[src/design/dxam_pkg.sv]
// ----------------------------------------------------------------------------
// dxam_pkg
// Shared types and constants of the DRAM XOR address mapper: field widths,
// slot layout, request kinds and the packed stream payloads.
// ----------------------------------------------------------------------------
package dxam_pkg;

  // Address and component widths
  localparam int unsigned ADDR_BITS      = 40;
  localparam int unsigned COL_BITS       = 12;
  localparam int unsigned ROW_BITS       = 18;
  localparam int unsigned BANK_BITS      = 3;
  localparam int unsigned BANKGROUP_BITS = 2;
  localparam int unsigned RANK_CHAN_BITS = 2;
  localparam int unsigned OFFSET_W       = 4;
  localparam int unsigned BURST_W        = 15;

  // Slot layout: column bits first, then row, bank, bankgroup, rank, channel
  localparam int unsigned COL_BASE   = 0;
  localparam int unsigned ROW_BASE   = COL_BASE + COL_BITS;
  localparam int unsigned BANK_BASE  = ROW_BASE + ROW_BITS;
  localparam int unsigned BG_BASE    = BANK_BASE + BANK_BITS;
  localparam int unsigned RANK_BASE  = BG_BASE + BANKGROUP_BITS;
  localparam int unsigned CHAN_BASE  = RANK_BASE + RANK_CHAN_BITS;
  localparam int unsigned TOTAL_SLOTS = CHAN_BASE + RANK_CHAN_BITS;
  localparam int unsigned SLOT_W     = 6;

  // Configuration port
  localparam int unsigned PADDR_W        = 3;
  localparam int unsigned PDATA_W        = 32;
  localparam logic [0:0]  REG_OFFSET_BITS = 1'b0;
  localparam logic [OFFSET_W-1:0] OFFSET_BITS_RST = 4'd6;

  // Request kinds (code 3 is a no-op)
  typedef enum logic [1:0] {
    KIND_LOAD  = 2'd0,
    KIND_MAP   = 2'd1,
    KIND_UNMAP = 2'd2
  } kind_e;

  typedef logic [ADDR_BITS-1:0]                  addr_t;
  typedef logic [TOTAL_SLOTS-1:0][ADDR_BITS-1:0] slot_tbl_t;

  // Input tdata layout, lowest field last
  typedef struct packed {
    logic [1:0]                pad;
    logic [RANK_CHAN_BITS-1:0] channel;
    logic [RANK_CHAN_BITS-1:0] rank;
    logic [BANKGROUP_BITS-1:0] bankgroup;
    logic [BANK_BITS-1:0]      bank;
    logic [ROW_BITS-1:0]       row;
    logic [COL_BITS-1:0]       column;
    logic                      slot_direct;
    addr_t                     slot_mask;
    logic [SLOT_W-1:0]         slot;
    addr_t                     address;
  } in_data_t;

  // Output tdata layout, lowest field last
  typedef struct packed {
    logic [1:0]                pad;
    addr_t                     rebuilt_address;
    logic [BURST_W-1:0]        burst_offset;
    logic [RANK_CHAN_BITS-1:0] map_channel;
    logic [RANK_CHAN_BITS-1:0] map_rank;
    logic [BANKGROUP_BITS-1:0] map_bankgroup;
    logic [BANK_BITS-1:0]      map_bank;
    logic [ROW_BITS-1:0]       map_row;
    logic [COL_BITS-1:0]       map_column;
  } out_data_t;

  localparam int unsigned IN_DATA_W  = $bits(in_data_t);
  localparam int unsigned OUT_DATA_W = $bits(out_data_t);

  // Slot table write request
  typedef struct packed {
    logic              en;
    logic [SLOT_W-1:0] slot;
    addr_t             mask;
    logic              direct;
  } slot_wr_t;

endpackage

[src/design/dxam_apb_regs.sv]
// ----------------------------------------------------------------------------
// dxam_apb_regs
// APB register file holding the burst offset width.
// ----------------------------------------------------------------------------
module dxam_apb_regs (
  input  logic                                   clk_i,
  input  logic                                   rst_ni,
  input  logic                                   psel,
  input  logic                                   penable,
  input  logic                                   pwrite,
  input  logic [dxam_pkg::PADDR_W-1:0]           paddr,
  input  logic [dxam_pkg::PDATA_W-1:0]           pwdata,
  output logic [dxam_pkg::PDATA_W-1:0]           prdata,
  output logic                                   pready,
  output logic [dxam_pkg::OFFSET_W-1:0]          offset_bits_o
);

  logic [dxam_pkg::OFFSET_W-1:0] offset_bits_q, offset_bits_d;
  logic                          reg_hit;
  logic                          wr_en;

  // Register 0 sits at byte address 0; word index is paddr[2]
  assign pready  = 1'b1;
  assign reg_hit = (paddr[2] == dxam_pkg::REG_OFFSET_BITS);
  assign wr_en   = psel && penable && pwrite && pready && reg_hit;

  always_comb begin
    offset_bits_d = offset_bits_q;
    if (wr_en) begin
      offset_bits_d = pwdata[dxam_pkg::OFFSET_W-1:0];
    end
  end

  always_ff @(posedge clk_i or negedge rst_ni) begin
    if (!rst_ni) begin
      offset_bits_q <= dxam_pkg::OFFSET_BITS_RST;
    end else begin
      offset_bits_q <= offset_bits_d;
    end
  end

  // Read back
  assign prdata = reg_hit ? dxam_pkg::PDATA_W'(offset_bits_q) : '0;
  assign offset_bits_o = offset_bits_q;

endmodule

[config.mk]
export PLATFORM = sky130hd
export DESIGN_NAME = dxam_apb_regs
export DESIGN_NICKNAME = d
export VERILOG_FILES = /design/src/design/dxam_pkg.sv /design/src/design/dxam_apb_regs.sv
export SDC_FILE = /design/constraint.sdc
export NUM_CORES = 1
export LEC_CHECK = 0
export ABC_AREA = 1
export BUFFER_PORTS_ARGS = -buffer_cell sky130_fd_sc_hd__buf_2
export CORE_MARGIN = 8
export CORE_UTILIZATION = 24
export DETAILED_ROUTE_END_ITERATION = 8
export PLACE_DENSITY = 0.87
export SLEW_MARGIN = 20
export SYNTH_ARGS = -nofsm -noshare
export SYNTH_HDL_FRONTEND = slang
export SYNTH_SLANG_ARGS = --single-unit
[constraint.sdc]
create_clock -name clk_i -period 0.8 [get_ports clk_i]
set_clock_uncertainty 0.15 [all_clocks]
set_input_delay 0.12 -clock clk_i [delete_from_list [all_inputs] [get_ports clk_i]]
set_output_delay 0.12 -clock clk_i [all_outputs]
set_load 0.03 [all_outputs]
==> impl_metrics.toml, run 1 <==
[critical_path]
critical_path_peak_fanout = 2
cpLargestDelayFamily = "flip-flops"
crit_path_end_kind = "output pin"
worstPathRequired_ns = 0.53
cp_num_buf_inv = 2
crit_slowest_cell = "dfstp_2"
crit_path_max_incr_delay_ns = 0.54
worst-setup-path-type = "reg2out"
cp-start-kind = "flop"
crit_chain = "inv_2, nor2_4, buf_6"
worst-path-stages = 3
cp.arrival_ns = 1.01
r2r_cells = 3

[die]
io-pin-count = 77
die_h_um = 58.9
core_um2 = 1730
die_area_um2 = 3470
fp.dieW_um = 58.9
initial_core_util = 0.256
rows = 15

[clocking]
cts_made_buffers = 3
cts.sink_count = 4
clkLatencyLatePin_ns = 0.23
clk_pin_slew_ns = 0.04
hold_buffers = 1
clockBufferDepth = 2
htreeDepth = 1
ctsRootBufferMaster = "clkbuf_4"
cts_tree = "built"

[sta]
finalSetupViolCount = 10
drv_slew = 0
fin_crit_sh = 1.60
finalWorstSetupSlack_ns = -0.481
rsz0062_at_grt = "true"
period_minus_slack_ns = 1.28
hold_slack_ns = -0.0284
finalHoldViolCount = 4
fmax_ghz = 0.781

[placement]
dp.cells = 100
pre_cts_ws_ns = -0.315
port_buffers = 17
dp_hpwl_um = 904
place.gp.congestion = 0.722

[worst_hold_path]
hp-class = "in2reg"
min_delay_path_depth = 3

[drt]
vias = 330
via_per_inst = 3.11
wl_mm = 1.10
post_drt_wl_per_cell_um = 10.4
drc = 0
ant_nets = 0
drt-initial-drc-count = 6
drt_first_pass_iters = 4

[logic_synthesis]
synth_ff_type = "dfstp_2"
syn_area_per_cell_um2 = 7.36
yosysUniqueCellTypes = 10
ys_top_cells_by_area = "buf_4 (49%), dfstp_2 (12%), dfrtp_1 (11%)"
synthMostInstantiatedCell = "buf_4"
synth-seq-cells = 4
syn_area_um2 = 442
synth_edf_count = 0
synth_warnings = 0
yosysSeqAreaShare = 0.232
synthCells = 60
yosysTopAreaCell = "buf_4"
async_flop_share = 1.00
yosysTopAreaCellShare = 0.493
synthTopCellsByCount = "buf_4 (29), nand2_1 (9), inv_1 (6), nand3_1 (4), nor2_1 (4)"

[cells_and_area]
fin_util = 0.335
largest_reg_flops = 4
layout.nets = 123
area_growth_pct = 30.9
drive_gt1_frac = 0.457
layout.cells.non_filler = 106
n_antenna_cell = 0

[power_and_ir_drop]
vdd_drop_max_mv = 0.468
power.share.clock = 0.205
comb_power_share = 0.545
p_seq_frac = 0.250
p_total_mw = 1.19
swShare = 0.471
p_leak_nw = 0.334
power_per_cell_area_nw_per_um2 = 2060
p_switching_mw = 0.561
p_int_mw = 0.631

[grt]
grt_usage = 0.0597
grt_max_degree = 6
grt_antenna_before_repair = 0
grt_pass1_vias = 351
grt-ovfl-total = 0
grt_pass1_wl_mm = 1.52

[run_status]
violations = "hold timing, setup timing"
outcome = "finished with violations"

[flow_run]
cap_violations = 0
[area by class of cell]
cell class              instances  area (um2)
flip-flops and latches          4         105
clock buffers                   3        22.5
multi-input cells              48         233
well taps                      25        31.3
inverters                       6        22.5
repair buffers                 20         164
fillers                       200        1150
[what timing repair did]
action,4_1_cts,5_1_grt
setup buffers,0,2
endpoints found under the hold margin,8,4
pin swaps,2,0
cloned,0,0
endpoints found under the setup margin,10,12
gates resized for setup,12,8
[power groups by stage]
stage          sequential (mW)  clock [mW]  combinational (mW)
2_1_floorplan            0.374           0               0.438
3_3_place_gp             0.294           0               0.516
3_5_place_dp             0.299           0               0.519
4_1_cts                  0.301       0.260               0.574
5_1_grt                  0.301       0.277               0.687
6_report                 0.298       0.245               0.650
[path summary, 6_finish.rpt]
check                                       from               end  slack, ns
worst max-delay path            offset_bits_o[2]         prdata[2]      -0.48
worst min-delay path                   pwdata[2]  offset_bits_o[2]      -0.03
max in group asynchronous                 rst_ni  offset_bits_o[2]       0.19
worst max register to register  offset_bits_o[1]  offset_bits_o[1]      -0.15
min in group asynchronous                 rst_ni  offset_bits_o[3]       0.10
worst min register to register  offset_bits_o[3]  offset_bits_o[3]       0.37
[metrics by stage]
step                      instance area [um2]  TNS (ns)
after floorplan                           576     -1.61
after global placement                    474     -1.89
after detailed placement                  474     -2.00
after CTS                                 544     -3.32
after global routing                      578     -3.77
final                                     578     -3.43
[logic make-up after synthesis]
kind of cell | after synthesis | share of synthesized area
buf+inv | 35 | 0.544
simple gates | 19 | 0.207
flops | 4 | 0.232
other cells | 2 | 0.0170
[worst reg2reg max path, stage by stage (launching register included)]
cell and delay, ns:
dfstp_2 0.53, buf_4 0.12, nand2_1 0.04, nand2_1 0.06
[layer usage]
| metal | wire length (um) | vias to the layer above | track usage | part of all wire |
|---|---|---|---|---|
| met2 | 594 | 24 | 0.0950 | 0.54 |
| met4 | 4 | 0 | 0.0410 | 0.0036 |
| met1 | 354 | 144 | 0.0493 | 0.32 |
| li1 | - | 160 | - | - |
| met3 | 144 | 2 | 0.0478 | 0.13 |
| met5 | 0 | - | 0 | 0 |
[cell usage in the layout (no fill, tap or decap), drive strengths merged]
master / instances
nand2: 10
nor2: 5
inv: 6
conb: 29
dfstp: 2
buf: 19
nand3: 4
clkbuf: 3
dfrtp: 2
dlygate4sd3: 1
Note: power is estimated with default switching activity, not from simulation.
==> inputs of run 2 (changes only) <==
--- a/config.mk
+++ b/config.mk
@@ -5,12 +5,12 @@
 export SDC_FILE = /design/constraint.sdc
 export NUM_CORES = 1
 export LEC_CHECK = 0
-export ABC_AREA = 1
 export BUFFER_PORTS_ARGS = -buffer_cell sky130_fd_sc_hd__buf_2
+export CORE_ASPECT_RATIO = 0.9
 export CORE_MARGIN = 8
-export CORE_UTILIZATION = 24
+export CORE_UTILIZATION = 23
 export DETAILED_ROUTE_END_ITERATION = 8
-export PLACE_DENSITY = 0.87
+export PLACE_DENSITY = 0.85
 export SLEW_MARGIN = 20
 export SYNTH_ARGS = -nofsm -noshare
 export SYNTH_HDL_FRONTEND = slang
==> run 2 against run 1 <==
Net effect: the run still ends with hold timing, setup timing left; cell count is 11% lower; die area is 1.5% higher; power is 11% higher; critical path type unchanged; largest power group unchanged; global-route usage is 0.16 points higher; routed wire length is 1.5% lower.
==> impl_metrics.toml, run 2 <==
[grt]
grt_max_degree = 5
grt_pass1_vias = 313
grt_pass1_wl_mm = 1.55
grt-ovfl-total = 0
grt_antenna_before_repair = 0
grt_usage = 0.0612

[sta]
drv_slew = 0
finalHoldViolCount = 4
hold_slack_ns = -0.0368
fin_crit_sh = 1.61
period_minus_slack_ns = 1.29
finalWorstSetupSlack_ns = -0.486
fmax_ghz = 0.777
finalSetupViolCount = 12
rsz0062_at_grt = "true"

[cells_and_area]
layout_common_cells = "conb_1 (29), buf_6 (10), buf_2 (9)"
layout.cells.non_filler = 94
n_antenna_cell = 0
largest_reg_flops = 4
n_fill_cell = 209
layout_commonest_cell = "conb_1"
layout.nets = 110
area_growth_pct = 33.6
drive_gt1_frac = 0.551

[drt]
routed.top_layer = "met3"
ant_nets = 0
wl_met3_um = 160
vias = 284
drt_first_pass_iters = 2
m1WireLength_um = 228
route.met2.wl_um = 692
post_drt_wl_per_cell_um = 11.5
drt-initial-drc-count = 4
via_per_inst = 3.02
wl_mm = 1.08
drc = 0

[clocking]
htreeDepth = 1
cts_tree = "built"
ctsRootBufferMaster = "clkbuf_4"
hold_buffers = 1
clkLatencyLatePin_ns = 0.23
clk_pin_slew_ns = 0.05
cts.sink_count = 4
cts_made_buffers = 3
clockBufferDepth = 2

[critical_path]
cp_num_buf_inv = 1
cp-start-kind = "flop"
r2r_start = "offset_bits_o[3]"
rrSetupSlack_ns = -0.24
critical_path_peak_fanout = 2
crit_path_end_kind = "output pin"
cp.arrival_ns = 1.02
worst-setup-path-type = "reg2out"
rr_endpoint = "offset_bits_o[3]"
cpLargestDelayFamily = "flip-flops"
crit_chain = "and2b_2, buf_6"
r2r_cells = 2
crit_path_max_incr_delay_ns = 0.52
crit_slowest_cell = "dfstp_2"
worstPathRequired_ns = 0.53

[logic_synthesis]
yosysSeqAreaShare = 0.238
synthCells = 44
async_flop_share = 1.00
synth_edf_count = 0
synthMostInstantiatedCell = "buf_4"
yosysUniqueCellTypes = 7
yosysTopAreaCell = "buf_4"
synth-seq-cells = 4
ys_top_cells_by_area = "buf_4 (50%), dfstp_2 (12%), dfrtp_1 (12%)"
synthTopCellsByCount = "buf_4 (29), and2b_2 (4), mux2_2 (4)"
synth_xor_area_frac = 0
synthAdderAreaFrac = 0
syn_area_um2 = 432
yosysTopAreaCellShare = 0.504
synthMuxAreaShare = 0.104
synth_top_family_by_area = "buffers and inverters"
synth_ff_type = "dfstp_2"
synth_compound_area_frac = 0
synth_warnings = 0
synthSimpleGateAreaFrac = 0.136
syn_area_per_cell_um2 = 9.81

[die]
die_h_um = 57.1
initial_core_util = 0.235
fp.dieW_um = 61.7
rows = 15
die_area_um2 = 3520
core_um2 = 1840
io-pin-count = 77

[placement]
place.gp.congestion = 0.661
port_buffers = 17
pre_cts_ws_ns = -0.308
dp_hpwl_um = 891
dp.cells = 85

[power_and_ir_drop]
p_leak_nw = 0.336
vdd_drop_max_mv = 0.831
power_per_cell_area_nw_per_um2 = 2290

[worst_hold_path]
hp-class = "in2reg"
hp-start = "pwdata[0]"
min_to = "offset_bits_o[0]"
min_delay_path_depth = 2

[flow_run]
cap_violations = 0

[run_status]
outcome = "finished with violations"
violations = "hold timing, setup timing"
-- run 2: worst reg2reg max path, cell delays in order (launching register included) --
cell,delay (ns)
dfrtp_2,0.40
buf_6,0.12
mux2_4,0.25
-- run 2: cell type report --
| cell class | count | area [um2] | share of cell area |
|---|---|---|---|
| Tap cell | 25 | 31.3 | 0.0542 |
| Timing Repair Buffer | 23 | 190 | 0.330 |
| Multi-Input combinational cell | 38 | 224 | 0.388 |
| Sequential cell | 4 | 105 | 0.182 |
| Clock buffer | 4 | 26.3 | 0.0456 |
-- run 2: what timing repair did --
action / CTS / global route
setup buffers: 4 / 0
endpoints found under the setup margin: 12 / 12
endpoints found under the hold margin: 8 / 4
gates resized for setup: 19 / 0
cloned: 0 / 0
-- run 2: how the worst max path moves through the flow --
stage                           from        end  cells after the start
floorplan           offset_bits_o[1]  prdata[1]                      1
global placement    offset_bits_o[2]  prdata[2]                      2
detailed placement  offset_bits_o[2]  prdata[2]                      2
CTS                 offset_bits_o[2]  prdata[2]                      2
global route        offset_bits_o[1]  prdata[1]                      2
finish              offset_bits_o[2]  prdata[2]                      2
-- run 2: power breakdown --
group          total, mW  switching (mW)  internal (mW)
logic              0.746           0.446          0.300
registers          0.295          0.0271          0.268
clock network      0.280          0.0922          0.188
total               1.32           0.566          0.755
-- run 2: metrics by stage --
stage | power (mW) | cell area (um2) | TNS [ns] | util
final | 1.32 | 577 | -4.28 | 0.314
after CTS | 1.32 | 577 | -4.33 | 0.314
after global routing | 1.40 | 577 | -4.67 | 0.314
after global placement | 0.823 | 449 | -2.21 | 0.244
after floorplan | 0.823 | 543 | -1.99 | -
after detailed placement | 0.841 | 449 | -2.40 | 0.244
-- run 2: cell families after synthesis --
kind of cell | count (synthesis)
flops | 4
mux | 4
simple gates | 5
buf+inv | 29
other cells | 2
-- run 2: per-layer routing --
metal / global-route usage / vias up
li1: - / 128
met1: 0.0421 / 138
met2: 0.120 / 18
met3: 0.0426 / 0
met4: 0.0195 / 0
met5: 0 / -
